==> src/rtl/atbq_pkg.sv <==
// Shared constants and helpers for the adaptive two-bit quantizer.
package atbq_pkg;

    localparam int SAMPLE_BITS_DEF   = 12;
    localparam int FRACTION_BITS_DEF = 16;

    localparam int SHIFT_BITS = 5;
    localparam logic [SHIFT_BITS-1:0] SHIFT_RESET = 5'd10;
    localparam logic [SHIFT_BITS-1:0] SHIFT_MIN   = 5'd4;
    localparam logic [SHIFT_BITS-1:0] SHIFT_MAX   = 5'd16;

    localparam int LEVEL_BITS = 3;
    localparam logic signed [LEVEL_BITS-1:0] LEVEL_POS1 = 3'sd1;
    localparam logic signed [LEVEL_BITS-1:0] LEVEL_POS3 = 3'sd3;
    localparam logic signed [LEVEL_BITS-1:0] LEVEL_NEG1 = -3'sd1;
    localparam logic signed [LEVEL_BITS-1:0] LEVEL_NEG3 = -3'sd3;

    // The register keeps any written value; only the shift in use is clamped.
    function automatic logic [SHIFT_BITS-1:0] clamp_shift(input logic [SHIFT_BITS-1:0] raw);
        logic [SHIFT_BITS-1:0] s;
        s = raw;
        if (raw < SHIFT_MIN)
        begin
            s = SHIFT_MIN;
        end
        else if (raw > SHIFT_MAX)
        begin
            s = SHIFT_MAX;
        end
        return s;
    endfunction

endpackage

==> src/rtl/atbq_mean_stage.sv <==
// Running mean update and deviation magnitude of the new sample.
module atbq_mean_stage #(
    parameter int SAMPLE_BITS   = atbq_pkg::SAMPLE_BITS_DEF,
    parameter int FRACTION_BITS = atbq_pkg::FRACTION_BITS_DEF
) (
    input  logic                                clk,
    input  logic                                rst_n,
    input  logic [atbq_pkg::SHIFT_BITS-1:0]     shift,
    input  logic                                up_valid,
    output logic                                up_ready,
    input  logic signed [SAMPLE_BITS-1:0]       up_sample,
    output logic                                dn_valid,
    input  logic                                dn_ready,
    output logic [SAMPLE_BITS+FRACTION_BITS-1:0] dn_dev_mag,
    output logic                                dn_dev_ovf,
    output logic signed [SAMPLE_BITS-1:0]       dn_sample
);
    import atbq_pkg::*;

    localparam int MEAN_BITS = SAMPLE_BITS + FRACTION_BITS;
    localparam logic [63:0] MAG_LIMIT = 64'h1_0000_0000;

    logic signed [MEAN_BITS-1:0] mean_reg;
    logic signed [MEAN_BITS-1:0] mean_next;
    logic                        valid_reg;
    logic [MEAN_BITS-1:0]        dev_mag_reg;
    logic                        dev_ovf_reg;
    logic signed [SAMPLE_BITS-1:0] sample_reg;

    logic signed [MEAN_BITS-1:0] xs;
    logic signed [MEAN_BITS:0]   xs_w;
    logic signed [MEAN_BITS:0]   diff;
    logic signed [MEAN_BITS:0]   step;
    logic signed [MEAN_BITS:0]   sum;
    logic signed [MEAN_BITS:0]   dev;
    logic [MEAN_BITS:0]          dev_abs;
    logic [MEAN_BITS-1:0]        dev_mag;
    logic                        dev_ovf;
    logic                        fire;

    assign xs   = {up_sample, {FRACTION_BITS{1'b0}}};
    assign xs_w = (MEAN_BITS+1)'(xs);
    assign diff = xs_w - (MEAN_BITS+1)'(mean_reg);
    assign step = diff >>> shift;
    assign sum  = (MEAN_BITS+1)'(mean_reg) + step;

    always_comb
    begin
        if (sum[MEAN_BITS] != sum[MEAN_BITS-1])
        begin
            mean_next = sum[MEAN_BITS] ? {1'b1, {(MEAN_BITS-1){1'b0}}}
                                       : {1'b0, {(MEAN_BITS-1){1'b1}}};
        end
        else
        begin
            mean_next = MEAN_BITS'(sum);
        end
    end

    // The deviation is taken against the freshly updated mean.
    assign dev     = xs_w - (MEAN_BITS+1)'(mean_next);
    assign dev_abs = dev[MEAN_BITS] ? (MEAN_BITS+1)'(-dev) : (MEAN_BITS+1)'(dev);
    assign dev_mag = MEAN_BITS'(dev_abs);
    assign dev_ovf = (64'(dev_abs) >= MAG_LIMIT);

    assign up_ready = !valid_reg || dn_ready;
    assign fire     = up_valid && up_ready;

    always_ff @(posedge clk or negedge rst_n)
    begin
        if (!rst_n)
        begin
            mean_reg  <= '0;
            valid_reg <= 1'b0;
        end
        else
        begin
            if (up_ready)
            begin
                valid_reg <= up_valid;
            end
            if (fire)
            begin
                mean_reg <= mean_next;
            end
        end
    end

    always_ff @(posedge clk)
    begin
        if (fire)
        begin
            dev_mag_reg <= dev_mag;
            dev_ovf_reg <= dev_ovf;
            sample_reg  <= up_sample;
        end
    end

    assign dn_valid   = valid_reg;
    assign dn_dev_mag = dev_mag_reg;
    assign dn_dev_ovf = dev_ovf_reg;
    assign dn_sample  = sample_reg;

endmodule

==> src/rtl/atbq_square_stage.sv <==
// Squares of the deviation (scaled and saturated) and of the sample.
module atbq_square_stage #(
    parameter int SAMPLE_BITS   = atbq_pkg::SAMPLE_BITS_DEF,
    parameter int FRACTION_BITS = atbq_pkg::FRACTION_BITS_DEF
) (
    input  logic                                    clk,
    input  logic                                    rst_n,
    input  logic                                    up_valid,
    output logic                                    up_ready,
    input  logic [SAMPLE_BITS+FRACTION_BITS-1:0]    up_dev_mag,
    input  logic                                    up_dev_ovf,
    input  logic signed [SAMPLE_BITS-1:0]           up_sample,
    output logic                                    dn_valid,
    input  logic                                    dn_ready,
    output logic [2*SAMPLE_BITS+FRACTION_BITS-1:0]  dn_dev_sq,
    output logic [2*SAMPLE_BITS-2:0]                dn_sample_sq,
    output logic                                    dn_negative
);
    import atbq_pkg::*;

    localparam int MEAN_BITS = SAMPLE_BITS + FRACTION_BITS;
    localparam int VAR_BITS  = 2 * SAMPLE_BITS + FRACTION_BITS;
    localparam int SQ_BITS   = (MEAN_BITS > 32) ? 32 : MEAN_BITS;
    localparam int XSQ_BITS  = 2 * SAMPLE_BITS - 1;
    localparam logic [63:0] VAR_MAX64 = (64'd1 << VAR_BITS) - 64'd1;

    logic [SQ_BITS-1:0]       op;
    logic [2*SQ_BITS-1:0]     prod;
    logic [2*SQ_BITS-1:0]     prod_scaled;
    logic [VAR_BITS-1:0]      dev_sq;
    logic [SAMPLE_BITS-1:0]   sample_abs;
    logic [2*SAMPLE_BITS-1:0] sample_prod;
    logic                     fire;

    logic                     valid_reg;
    logic [VAR_BITS-1:0]      dev_sq_reg;
    logic [XSQ_BITS-1:0]      sample_sq_reg;
    logic                     negative_reg;

    // Magnitudes of 2^32 and above saturate, so only the low 32 bits are multiplied.
    assign op          = SQ_BITS'(up_dev_mag);
    assign prod        = op * op;
    assign prod_scaled = prod >> FRACTION_BITS;

    always_comb
    begin
        if (up_dev_ovf || (64'(prod_scaled) > VAR_MAX64))
        begin
            dev_sq = {VAR_BITS{1'b1}};
        end
        else
        begin
            dev_sq = VAR_BITS'(prod_scaled);
        end
    end

    assign sample_abs  = up_sample[SAMPLE_BITS-1] ? SAMPLE_BITS'(-up_sample)
                                                  : SAMPLE_BITS'(up_sample);
    assign sample_prod = sample_abs * sample_abs;

    assign up_ready = !valid_reg || dn_ready;
    assign fire     = up_valid && up_ready;

    always_ff @(posedge clk or negedge rst_n)
    begin
        if (!rst_n)
        begin
            valid_reg <= 1'b0;
        end
        else if (up_ready)
        begin
            valid_reg <= up_valid;
        end
    end

    always_ff @(posedge clk)
    begin
        if (fire)
        begin
            dev_sq_reg    <= dev_sq;
            sample_sq_reg <= XSQ_BITS'(sample_prod);
            negative_reg  <= up_sample[SAMPLE_BITS-1];
        end
    end

    assign dn_valid     = valid_reg;
    assign dn_dev_sq    = dev_sq_reg;
    assign dn_sample_sq = sample_sq_reg;
    assign dn_negative  = negative_reg;

endmodule

==> src/rtl/atbq_var_stage.sv <==
// Running variance update, level decision and result register.
module atbq_var_stage #(
    parameter int SAMPLE_BITS   = atbq_pkg::SAMPLE_BITS_DEF,
    parameter int FRACTION_BITS = atbq_pkg::FRACTION_BITS_DEF
) (
    input  logic                                    clk,
    input  logic                                    rst_n,
    input  logic [atbq_pkg::SHIFT_BITS-1:0]         shift,
    input  logic                                    up_valid,
    output logic                                    up_ready,
    input  logic [2*SAMPLE_BITS+FRACTION_BITS-1:0]  up_dev_sq,
    input  logic [2*SAMPLE_BITS-2:0]                up_sample_sq,
    input  logic                                    up_negative,
    output logic                                    dn_valid,
    input  logic                                    dn_ready,
    output logic signed [atbq_pkg::LEVEL_BITS-1:0]  dn_level
);
    import atbq_pkg::*;

    localparam int VAR_BITS = 2 * SAMPLE_BITS + FRACTION_BITS;

    logic [VAR_BITS-1:0]          var_reg;
    logic [VAR_BITS-1:0]          var_next;
    logic                         valid_reg;
    logic signed [LEVEL_BITS-1:0] level_reg;

    logic signed [VAR_BITS:0]     diff;
    logic signed [VAR_BITS:0]     step;
    logic signed [VAR_BITS:0]     sum;
    logic [VAR_BITS-1:0]          sample_sq_scaled;
    logic                         below_var;
    logic signed [LEVEL_BITS-1:0] level;
    logic                         fire;

    assign diff = $signed({1'b0, up_dev_sq}) - $signed({1'b0, var_reg});
    assign step = diff >>> shift;
    assign sum  = $signed({1'b0, var_reg}) + step;

    // The result lies between the old variance and the new square, so only
    // the low side needs a clamp.
    assign var_next = sum[VAR_BITS] ? '0 : VAR_BITS'(sum);

    // x squared against the variance stands in for |x| against the deviation.
    assign sample_sq_scaled = VAR_BITS'(up_sample_sq) << FRACTION_BITS;
    assign below_var        = (sample_sq_scaled < var_next);

    always_comb
    begin
        case ({up_negative, below_var})
            2'b00:   level = LEVEL_POS3;
            2'b01:   level = LEVEL_POS1;
            2'b10:   level = LEVEL_NEG3;
            2'b11:   level = LEVEL_NEG1;
            default: level = LEVEL_POS3;
        endcase
    end

    assign up_ready = !valid_reg || dn_ready;
    assign fire     = up_valid && up_ready;

    always_ff @(posedge clk or negedge rst_n)
    begin
        if (!rst_n)
        begin
            var_reg   <= '0;
            valid_reg <= 1'b0;
        end
        else
        begin
            if (up_ready)
            begin
                valid_reg <= up_valid;
            end
            if (fire)
            begin
                var_reg <= var_next;
            end
        end
    end

    always_ff @(posedge clk)
    begin
        if (fire)
        begin
            level_reg <= level;
        end
    end

    assign dn_valid = valid_reg;
    assign dn_level = level_reg;

endmodule

==> src/rtl/adaptive_two_bit_quantizer.sv <==
// Top level of the adaptive two-bit quantizer: input register, shift register, three stages.
//
//   Channel          Signals                               Transfer when
//   sample in        sample, sample_valid, sample_stall    sample_valid && !sample_stall
//   level out        level, level_valid, level_stall       level_valid && !level_stall
//   shift config     smoothing_shift, smoothing_shift_we   smoothing_shift_we
//
// One sample is taken every cycle while sample_stall is low. The mean loop closes in the
// first stage and the variance loop in the last, with the deviation multiplier registered
// between them; the input register and each stage register lie between sample and level.
// Reset clears the mean, the variance and all valid bits, and sets the shift to 10.
// A stall on the output backs up stage by stage; empty stages still fill.
module adaptive_two_bit_quantizer #(
    parameter int SAMPLE_BITS   = atbq_pkg::SAMPLE_BITS_DEF,
    parameter int FRACTION_BITS = atbq_pkg::FRACTION_BITS_DEF
) (
    input  logic                                   clk,
    input  logic                                   rst_n,
    input  logic                                   smoothing_shift_we,
    input  logic [atbq_pkg::SHIFT_BITS-1:0]        smoothing_shift,
    input  logic                                   sample_valid,
    output logic                                   sample_stall,
    input  logic signed [SAMPLE_BITS-1:0]          sample,
    output logic                                   level_valid,
    input  logic                                   level_stall,
    output logic signed [atbq_pkg::LEVEL_BITS-1:0] level
);
    import atbq_pkg::*;

    localparam int MEAN_BITS = SAMPLE_BITS + FRACTION_BITS;
    localparam int VAR_BITS  = 2 * SAMPLE_BITS + FRACTION_BITS;

    logic [SHIFT_BITS-1:0]         shift_reg;
    logic [SHIFT_BITS-1:0]         shift_eff;
    logic                          in_valid_reg;
    logic signed [SAMPLE_BITS-1:0] in_sample_reg;
    logic                          in_ready;

    logic                          m_ready;
    logic                          m_valid;
    logic [MEAN_BITS-1:0]          m_dev_mag;
    logic                          m_dev_ovf;
    logic signed [SAMPLE_BITS-1:0] m_sample;

    logic                          q_ready;
    logic                          q_valid;
    logic [VAR_BITS-1:0]           q_dev_sq;
    logic [2*SAMPLE_BITS-2:0]      q_sample_sq;
    logic                          q_negative;

    logic                          v_ready;
    logic                          v_ready_chain;

    assign shift_eff    = clamp_shift(shift_reg);
    assign in_ready     = !in_valid_reg || m_ready;
    assign sample_stall = !in_ready;
    assign v_ready      = !level_stall;

    always_ff @(posedge clk or negedge rst_n)
    begin
        if (!rst_n)
        begin
            shift_reg    <= SHIFT_RESET;
            in_valid_reg <= 1'b0;
        end
        else
        begin
            if (smoothing_shift_we)
            begin
                shift_reg <= smoothing_shift;
            end
            if (in_ready)
            begin
                in_valid_reg <= sample_valid;
            end
        end
    end

    always_ff @(posedge clk)
    begin
        if (in_ready && sample_valid)
        begin
            in_sample_reg <= sample;
        end
    end

    atbq_mean_stage #(
        .SAMPLE_BITS   (SAMPLE_BITS),
        .FRACTION_BITS (FRACTION_BITS)
    ) u_mean (
        .clk        (clk),
        .rst_n      (rst_n),
        .shift      (shift_eff),
        .up_valid   (in_valid_reg),
        .up_ready   (m_ready),
        .up_sample  (in_sample_reg),
        .dn_valid   (m_valid),
        .dn_ready   (q_ready),
        .dn_dev_mag (m_dev_mag),
        .dn_dev_ovf (m_dev_ovf),
        .dn_sample  (m_sample)
    );

    atbq_square_stage #(
        .SAMPLE_BITS   (SAMPLE_BITS),
        .FRACTION_BITS (FRACTION_BITS)
    ) u_square (
        .clk          (clk),
        .rst_n        (rst_n),
        .up_valid     (m_valid),
        .up_ready     (q_ready),
        .up_dev_mag   (m_dev_mag),
        .up_dev_ovf   (m_dev_ovf),
        .up_sample    (m_sample),
        .dn_valid     (q_valid),
        .dn_ready     (v_ready_chain),
        .dn_dev_sq    (q_dev_sq),
        .dn_sample_sq (q_sample_sq),
        .dn_negative  (q_negative)
    );

    atbq_var_stage #(
        .SAMPLE_BITS   (SAMPLE_BITS),
        .FRACTION_BITS (FRACTION_BITS)
    ) u_var (
        .clk          (clk),
        .rst_n        (rst_n),
        .shift        (shift_eff),
        .up_valid     (q_valid),
        .up_ready     (v_ready_chain),
        .up_dev_sq    (q_dev_sq),
        .up_sample_sq (q_sample_sq),
        .up_negative  (q_negative),
        .dn_valid     (level_valid),
        .dn_ready     (v_ready),
        .dn_level     (level)
    );

endmodule
==> config.mk <==
export PLATFORM = sky130hd
export DESIGN_NAME = adaptive_two_bit_quantizer
export DESIGN_NICKNAME = d
export VERILOG_FILES = /design/src/rtl/atbq_pkg.sv /design/src/rtl/atbq_mean_stage.sv /design/src/rtl/atbq_square_stage.sv /design/src/rtl/atbq_var_stage.sv /design/src/rtl/adaptive_two_bit_quantizer.sv
export SDC_FILE = /design/constraint.sdc
export NUM_CORES = 2
export LEC_CHECK = 0
export BUFFER_PORTS_ARGS = -buffer_cell sky130_fd_sc_hd__buf_2
export CAP_MARGIN = 20
export CORE_MARGIN = 2
export CORE_UTILIZATION = 55
export CTS_CLUSTER_SIZE = 20
export DETAILED_ROUTE_END_ITERATION = 6
export PLACE_DENSITY = 0.75
export SETUP_SLACK_MARGIN = 0.3
export SLEW_MARGIN = 25
export SYNTH_ARGS = -nofsm -noshare
export SYNTH_HDL_FRONTEND = slang
export SYNTH_SLANG_ARGS = --single-unit
==> constraint.sdc <==
create_clock -name clk -period 12.45 [get_ports clk]
set_clock_uncertainty 0.1 [all_clocks]
set_input_delay 0.6225 -clock clk [delete_from_list [all_inputs] [get_ports clk]]
set_output_delay 0.6225 -clock clk [all_outputs]
set_load 0.01 [all_outputs]
* Word-level counts from Yosys, hierarchy flattened
Cells that the tools add are included.
** Word-level totals
- Output and inout port bits :: 5
- Input port bits :: 22
- Register bits :: 196
- Logic and storage cells :: 56
** Operators by class
- Multiply operators :: 2
- Muxes and demuxes :: 8
- Eq/ne operators :: 4
- Shifts and indexed selects :: 2
- Add/sub/neg operators :: 7
- $lt $le $gt $ge :: 4
- Reduce and logical (&&, ||, !) cells :: 15
** Operators with widths (count)
- $mux W28 :: 3
- $sub A28 B28 Y29 :: 2
- $mul A28 B28 Y56 :: 1
- $add A41 B41 Y41 :: 1
- $sshr A41 B5 Y41 :: 1
- $sub A40 B40 Y41 :: 1
- $gt A40 B40 Y1 const B :: 1
- $lt A39 B40 Y1 :: 1
- $mux W40 :: 1
- $add A28 B29 Y29 :: 1
- $sshr A29 B5 Y29 :: 1
- $neg A28 Y28 :: 1
- $mul A12 B12 Y23 :: 1
- $mux W12 :: 1
- $neg A12 Y12 :: 1
- $pmux W3 S4 :: 1
- $mux W5 :: 2
- $logic_not A1 Y1 :: 6
- $gt A5 B5 Y1 const B :: 1
- $lt A5 B3 Y1 const B :: 1
- $eq A2 B2 Y1 const B :: 2
- $logic_and A1 B1 Y1 :: 4
- $logic_or A1 B1 Y1 :: 4
- $eq A2 B1 Y1 const B :: 1
- 2 further kinds :: 2

* Depth between registers and ports, before layout
- Word-level depth :: 10
- Mapped depth :: 48
- Gate-level depth less buffers :: 47

* Modules after synthesis
A second synthesis with hierarchy kept.
** Second synthesis, totals
- Cell total of the unflattened synthesis :: 5727
- Area total of the unflattened synthesis :: 48828.1 µm²
** Modules (own cells, without submodules)
- atbq_square_stage :: seq. area each 1916.8 µm², cells an instance 3051, area an instance 28576.2 µm², instances 1
- atbq_var_stage :: seq. area each 1086.0 µm², cells an instance 1476, area an instance 10639.0 µm², instances 1
- atbq_mean_stage :: seq. area each 1926.8 µm², cells an instance 1164, area an instance 8982.4 µm², instances 1
- adaptive_two_bit_quantizer :: seq. area each 513.0 µm², cells an instance 36, area an instance 630.6 µm², instances 1

* Worst setup path before layout
No wires, ideal clock.
- Path kind :: register to register
- Start :: reg u_mean.mean_reg[2]
- End :: reg u_mean.dev_mag_reg[27] (netlist: u_mean.dn_dev_mag[27]), data pin
- Stages on the path, launching flop included :: 40
- Setup time :: 0.266 ns
- Setup slack :: 2.683 ns
- Required time :: 12.084 ns
- Buffers on the path :: 4
- Period minus slack after synthesis :: 9.767 ns
- Arrival :: 9.401 ns
- Path through :: dfrtp_1 -> buf_2 -> nor4_1 -> and2_1 -> a41o_1 -> a21o_1 -> a21o_1 -> a21o_1 -> a21o_1 -> a211oi_1 -> o21bai_1 -> a31oi_1 -> a21oi_1 -> a21oi_1 -> mux4_2 -> a221oi_1 -> ha_1 -> nand2_1 -> [... 4 more ...] -> xnor2_4 -> clkbuf_1 -> nand2_1 -> clkbuf_1 -> o21ai_0 -> ha_1 -> clkbuf_1 -> a32o_1 -> nand3b_1 -> nor3_1 -> o211ai_2 -> a21oi_1 -> nor2b_1 -> xnor2_1 -> or4b_4 -> or4_4 -> a2111oi_4 -> a211oi_1
** On the way
- Longest elaborated chain between the ends :: 8
- Elaborated cells between the ends (all ways) :: 9
- Classes of those cells :: add/sub (4); eq/ne (1); shift (1); mux (3)
** Ends and longest elaborated chain
- start: declaration :: line atbq_mean_stage.sv:23 : logic signed [MEAN_BITS-1:0] mean_reg;
- start signal: assignment :: line atbq_mean_stage.sv:84 : mean_reg <= mean_next;
- $sub A28 B28 Y29 :: line atbq_mean_stage.sv:43 : assign diff = xs_w - (MEAN_BITS+1)'(mean_reg);
- $sshr A29 B5 Y29 :: line atbq_mean_stage.sv:44 : assign step = diff >>> shift;
- $add A28 B29 Y29 (*) :: line atbq_mean_stage.sv:45 : assign sum = (MEAN_BITS+1)'(mean_reg) + step;
- $mux W28 / $ne A1 B1 Y1 (equally long branches) :: line atbq_mean_stage.sv:51, atbq_mean_stage.sv:49
- $mux W28 (*) :: line atbq_mean_stage.sv:49 : if (sum[MEAN_BITS] != sum[MEAN_BITS-1])
- $sub A28 B28 Y29 (*) :: line atbq_mean_stage.sv:61 : assign dev = xs_w - (MEAN_BITS+1)'(mean_next);
- $neg A28 Y28 :: line atbq_mean_stage.sv:62 : assign dev_abs = dev[MEAN_BITS] ? (MEAN_BITS+1)'(-dev) : (MEAN_BITS+1)'(dev);
- $mux W28 (*) :: line atbq_mean_stage.sv:62
- named net u_mean.dev_abs[27] :: line atbq_mean_stage.sv:36 : logic [MEAN_BITS:0] dev_abs;
- end signal: assignment :: line atbq_mean_stage.sv:93 : dev_mag_reg <= dev_mag;
- end: declaration :: line atbq_mean_stage.sv:26 : logic [MEAN_BITS-1:0] dev_mag_reg;
Mark *: on every way through the listed nets, which the timed path passes. The rest lies on a longest branch.
A chain may end at the register's enable or synchronous reset.

* Final worst setup path
Same ends and word-level chain as after synthesis.

==> results.yml <==
place:
  placement.io_buffers: 25
  preCtsSetupSlack_ns: 1.74
  dpl.hpwl_um: 93400
  postPlaceCellArea_um2: 44500
  place_congestion: 0.970
setup_path:
  required_ns: 12.61
  path_common_cell: "a21o_1"
  cp_num_buf_inv: 3
  endpoint_kind: "register"
  worst_setup_path_start_kind: "register"
  cpLargestDelayFamily: "compound AO/OA/AOI/OAI gates"
  critical-path-slowest-cell: "or4b_4"
  crit_fanout: 19
  critPathArrivalTime_ns: 11.03
  critical_path_class: "reg2reg"
  crit_path_max_incr_delay_ns: 0.58
sta:
  max-slew-margin-rel: 0.308
  drv_slew: 0
  setup_violations: 0
  fin_crit_ns: 10.87
  tns_ns: 0
  hold_viol_final: 0
  setup_ws_ns: 1.58
  fmax_mhz: 92.0
  fin_crit_sh: 0.873
  rsz0062_at_grt: "no"
  worstMarginPinSlew_ns: 1.04
layout:
  design_area_um2: 45100
  area_delta_synth_final_pct: 4.28
  regArea_um2: 5440
  nNetsFinal: 5940
  multi_input_area_um2: 33700
  drive_gt1_frac: 0.0421
  fillers: 6770
grt:
  grt_pass1_vias: 35100
  grt_max_degree: 64
  grt_pass1_wl_um: 190000
  gr-total-overflow: 0
  antenna_found_initial: 1
  grt.total_usage: 0.296
detailed_routing:
  post_drt_wl_per_cell_um: 19.6
  num_vias: 34100
  vias_per_cell: 5.81
  final_antenna_net_count: 0
  drt_pass1_iterations: 6
  drt_iter0_markers: 2815
  routed_wl_um: 115000
  drcViolationCount: 0
hold_path:
  hp-class: "in2reg"
synthesis:
  yosys-top-cells-count: "913 x inv_1, 682 x fa_1, 487 x nand2_1"
  synth_top_cell_by_area: "fa_1"
  avgSynthCellArea_um2: 8.87
  synthFlopType: "edfxtp_1"
  yosysMostFrequentCell: "inv_1"
  yosysTopAreaCellShare: 0.316
  seq_area_frac_synth: 0.126
  synth_seq_cells: 194
  yosys_warnings: 0
  synthTopCellsByArea: "fa_1 32%, ha_1 12%, edfxtp_1 8.1%, inv_1 7.9%, dfrtp_1 4.3%"
  synth_edf_count: 117
  syn_inst: 4876
  syn_area_um2: 43300
  async_flop_share: 0.397
  synth.distinct_cells: 101
floorplanning:
  die_area_um2: 80900
  num_rows: 102
  die_width_um: 284
  floorplan.initialDensity: 0.557
  die_h_um: 284
  coreArea_um2: 77700
  pin_count: 27
clocking:
  postCtsHoldBufs: 1
  h-tree-depth: 4
  clock-sinks: 194
  post_cts_buffers: 0
  cts_buffers: 17
  cts-root-buf: "clkbuf_16"
  cts_buffer_depth: 2
  path_clk_slew_ns: 0.09
  cts_tree: "done"
  insertion_delay_ns: 0.50
  cts_resized: 0
outcome:
  status: "finished clean"
flow_run:
  max_cap_violations: 0
## logic make-up (layout without fill, tap and decap cells)
kind of cell | after synthesis | count (layout) | synth area share
AND/OR/NAND/NOR | 1242 | 1242 | 0.135
adder cells (fa/ha/maj) | 1111 | 1111 | 0.439
buffers and inverters | 1109 | 1050 | 0.0972
AO/OA/AOI/OAI | 911 | 911 | 0.137
XOR/XNOR | 232 | 232 | 0.0474
flip-flops | 194 | 194 | 0.126
multiplexers | 75 | 75 | 0.0180
other | 2 | 9 | 0.000174
## cells in the final DEF (no fill, tap or decap), types with 15 or more instances in the layout
cell	count
inv_1	912
fa_1	682
nand2_1	484
ha_1	426
nor2_1	301
a21oi_1	236
o21ai_0	200
and2_1	156
xnor2_1	146
edfxtp_1	117
a21o_1	102
xor2_1	84
dfrtp_1	75
buf_4	68
mux2i_1	61
nor3_1	49
nand3_1	46
a211oi_1	46
nand2b_1	41
o21a_1	32
o211ai_1	31
nor2b_1	30
o21bai_1	30
and3_1	27
o31ai_1	27
o22ai_1	25
a31oi_1	24
buf_2	24
nand4_1	20
or3_1	18
or2_2	18
clkbuf_16	17
a22oi_1	15
## per-stage QoR
| stage | hold WS (ns) | std cells | utilization |
|---|---|---|---|
| 2_1_floorplan | 0.227 | 4882 | - |
| 3_3_place_gp | 0.374 | 5830 | 0.573 |
| 3_5_place_dp | 0.388 | 5830 | 0.573 |
| 4_1_cts | 0.155 | 5863 | 0.581 |
| 5_1_grt | 0.165 | 5863 | 0.581 |
| 6_report | 0.191 | 5864 | 0.581 |
## layer usage
| metal | GRT usage | up-vias | routed length, µm |
|---|---|---|---|
| met5 | 0 | - | 14 |
| met4 | 0.0938 | 2 | 3890 |
| met3 | 0.0414 | 223 | 8100 |
| met2 | 0.482 | 1268 | 53600 |
| met1 | 0.410 | 16900 | 49600 |
| li1 | - | 15700 | - |
## final timing paths
kind	from	end	slack (ns)	depth (start not counted)
max	u_mean.mean_reg[2]$_DFFE_PN0P_	u_mean.dn_dev_mag[27]$_DFFE_PP_	1.58	39
min	sample[1]	in_sample_reg[1]$_DFFE_PP_	0.19	1
max reg2reg	u_mean.mean_reg[2]$_DFFE_PN0P_	u_mean.dn_dev_mag[27]$_DFFE_PP_	1.58	39
min reg2reg	u_square.dn_valid$_DFFE_PN0P_	u_var.dn_valid$_DFFE_PN0P_	0.41	1
max in group asynchronous	rst_n	u_var.var_reg[20]$_DFFE_PN0P_	10.64	3
min in group asynchronous	rst_n	u_mean.mean_reg[25]$_DFFE_PN0P_	0.43	2
## cell type report
type / count / share of cell area
Multi-Input combinational cell: 3579 / 0.746
Tap cell: 1040 / 0.0288
Timing Repair Buffer: 93 / 0.0142
Sequential cell: 194 / 0.121
Antenna cell: 1 / 0.0000555
Clock inverter: 14 / 0.00369
Inverter: 925 / 0.0769
Clock buffer: 18 / 0.00951
Power is not shown: default switching activity piles up to over one toggle a cycle in this logic, so the estimate is an artifact.
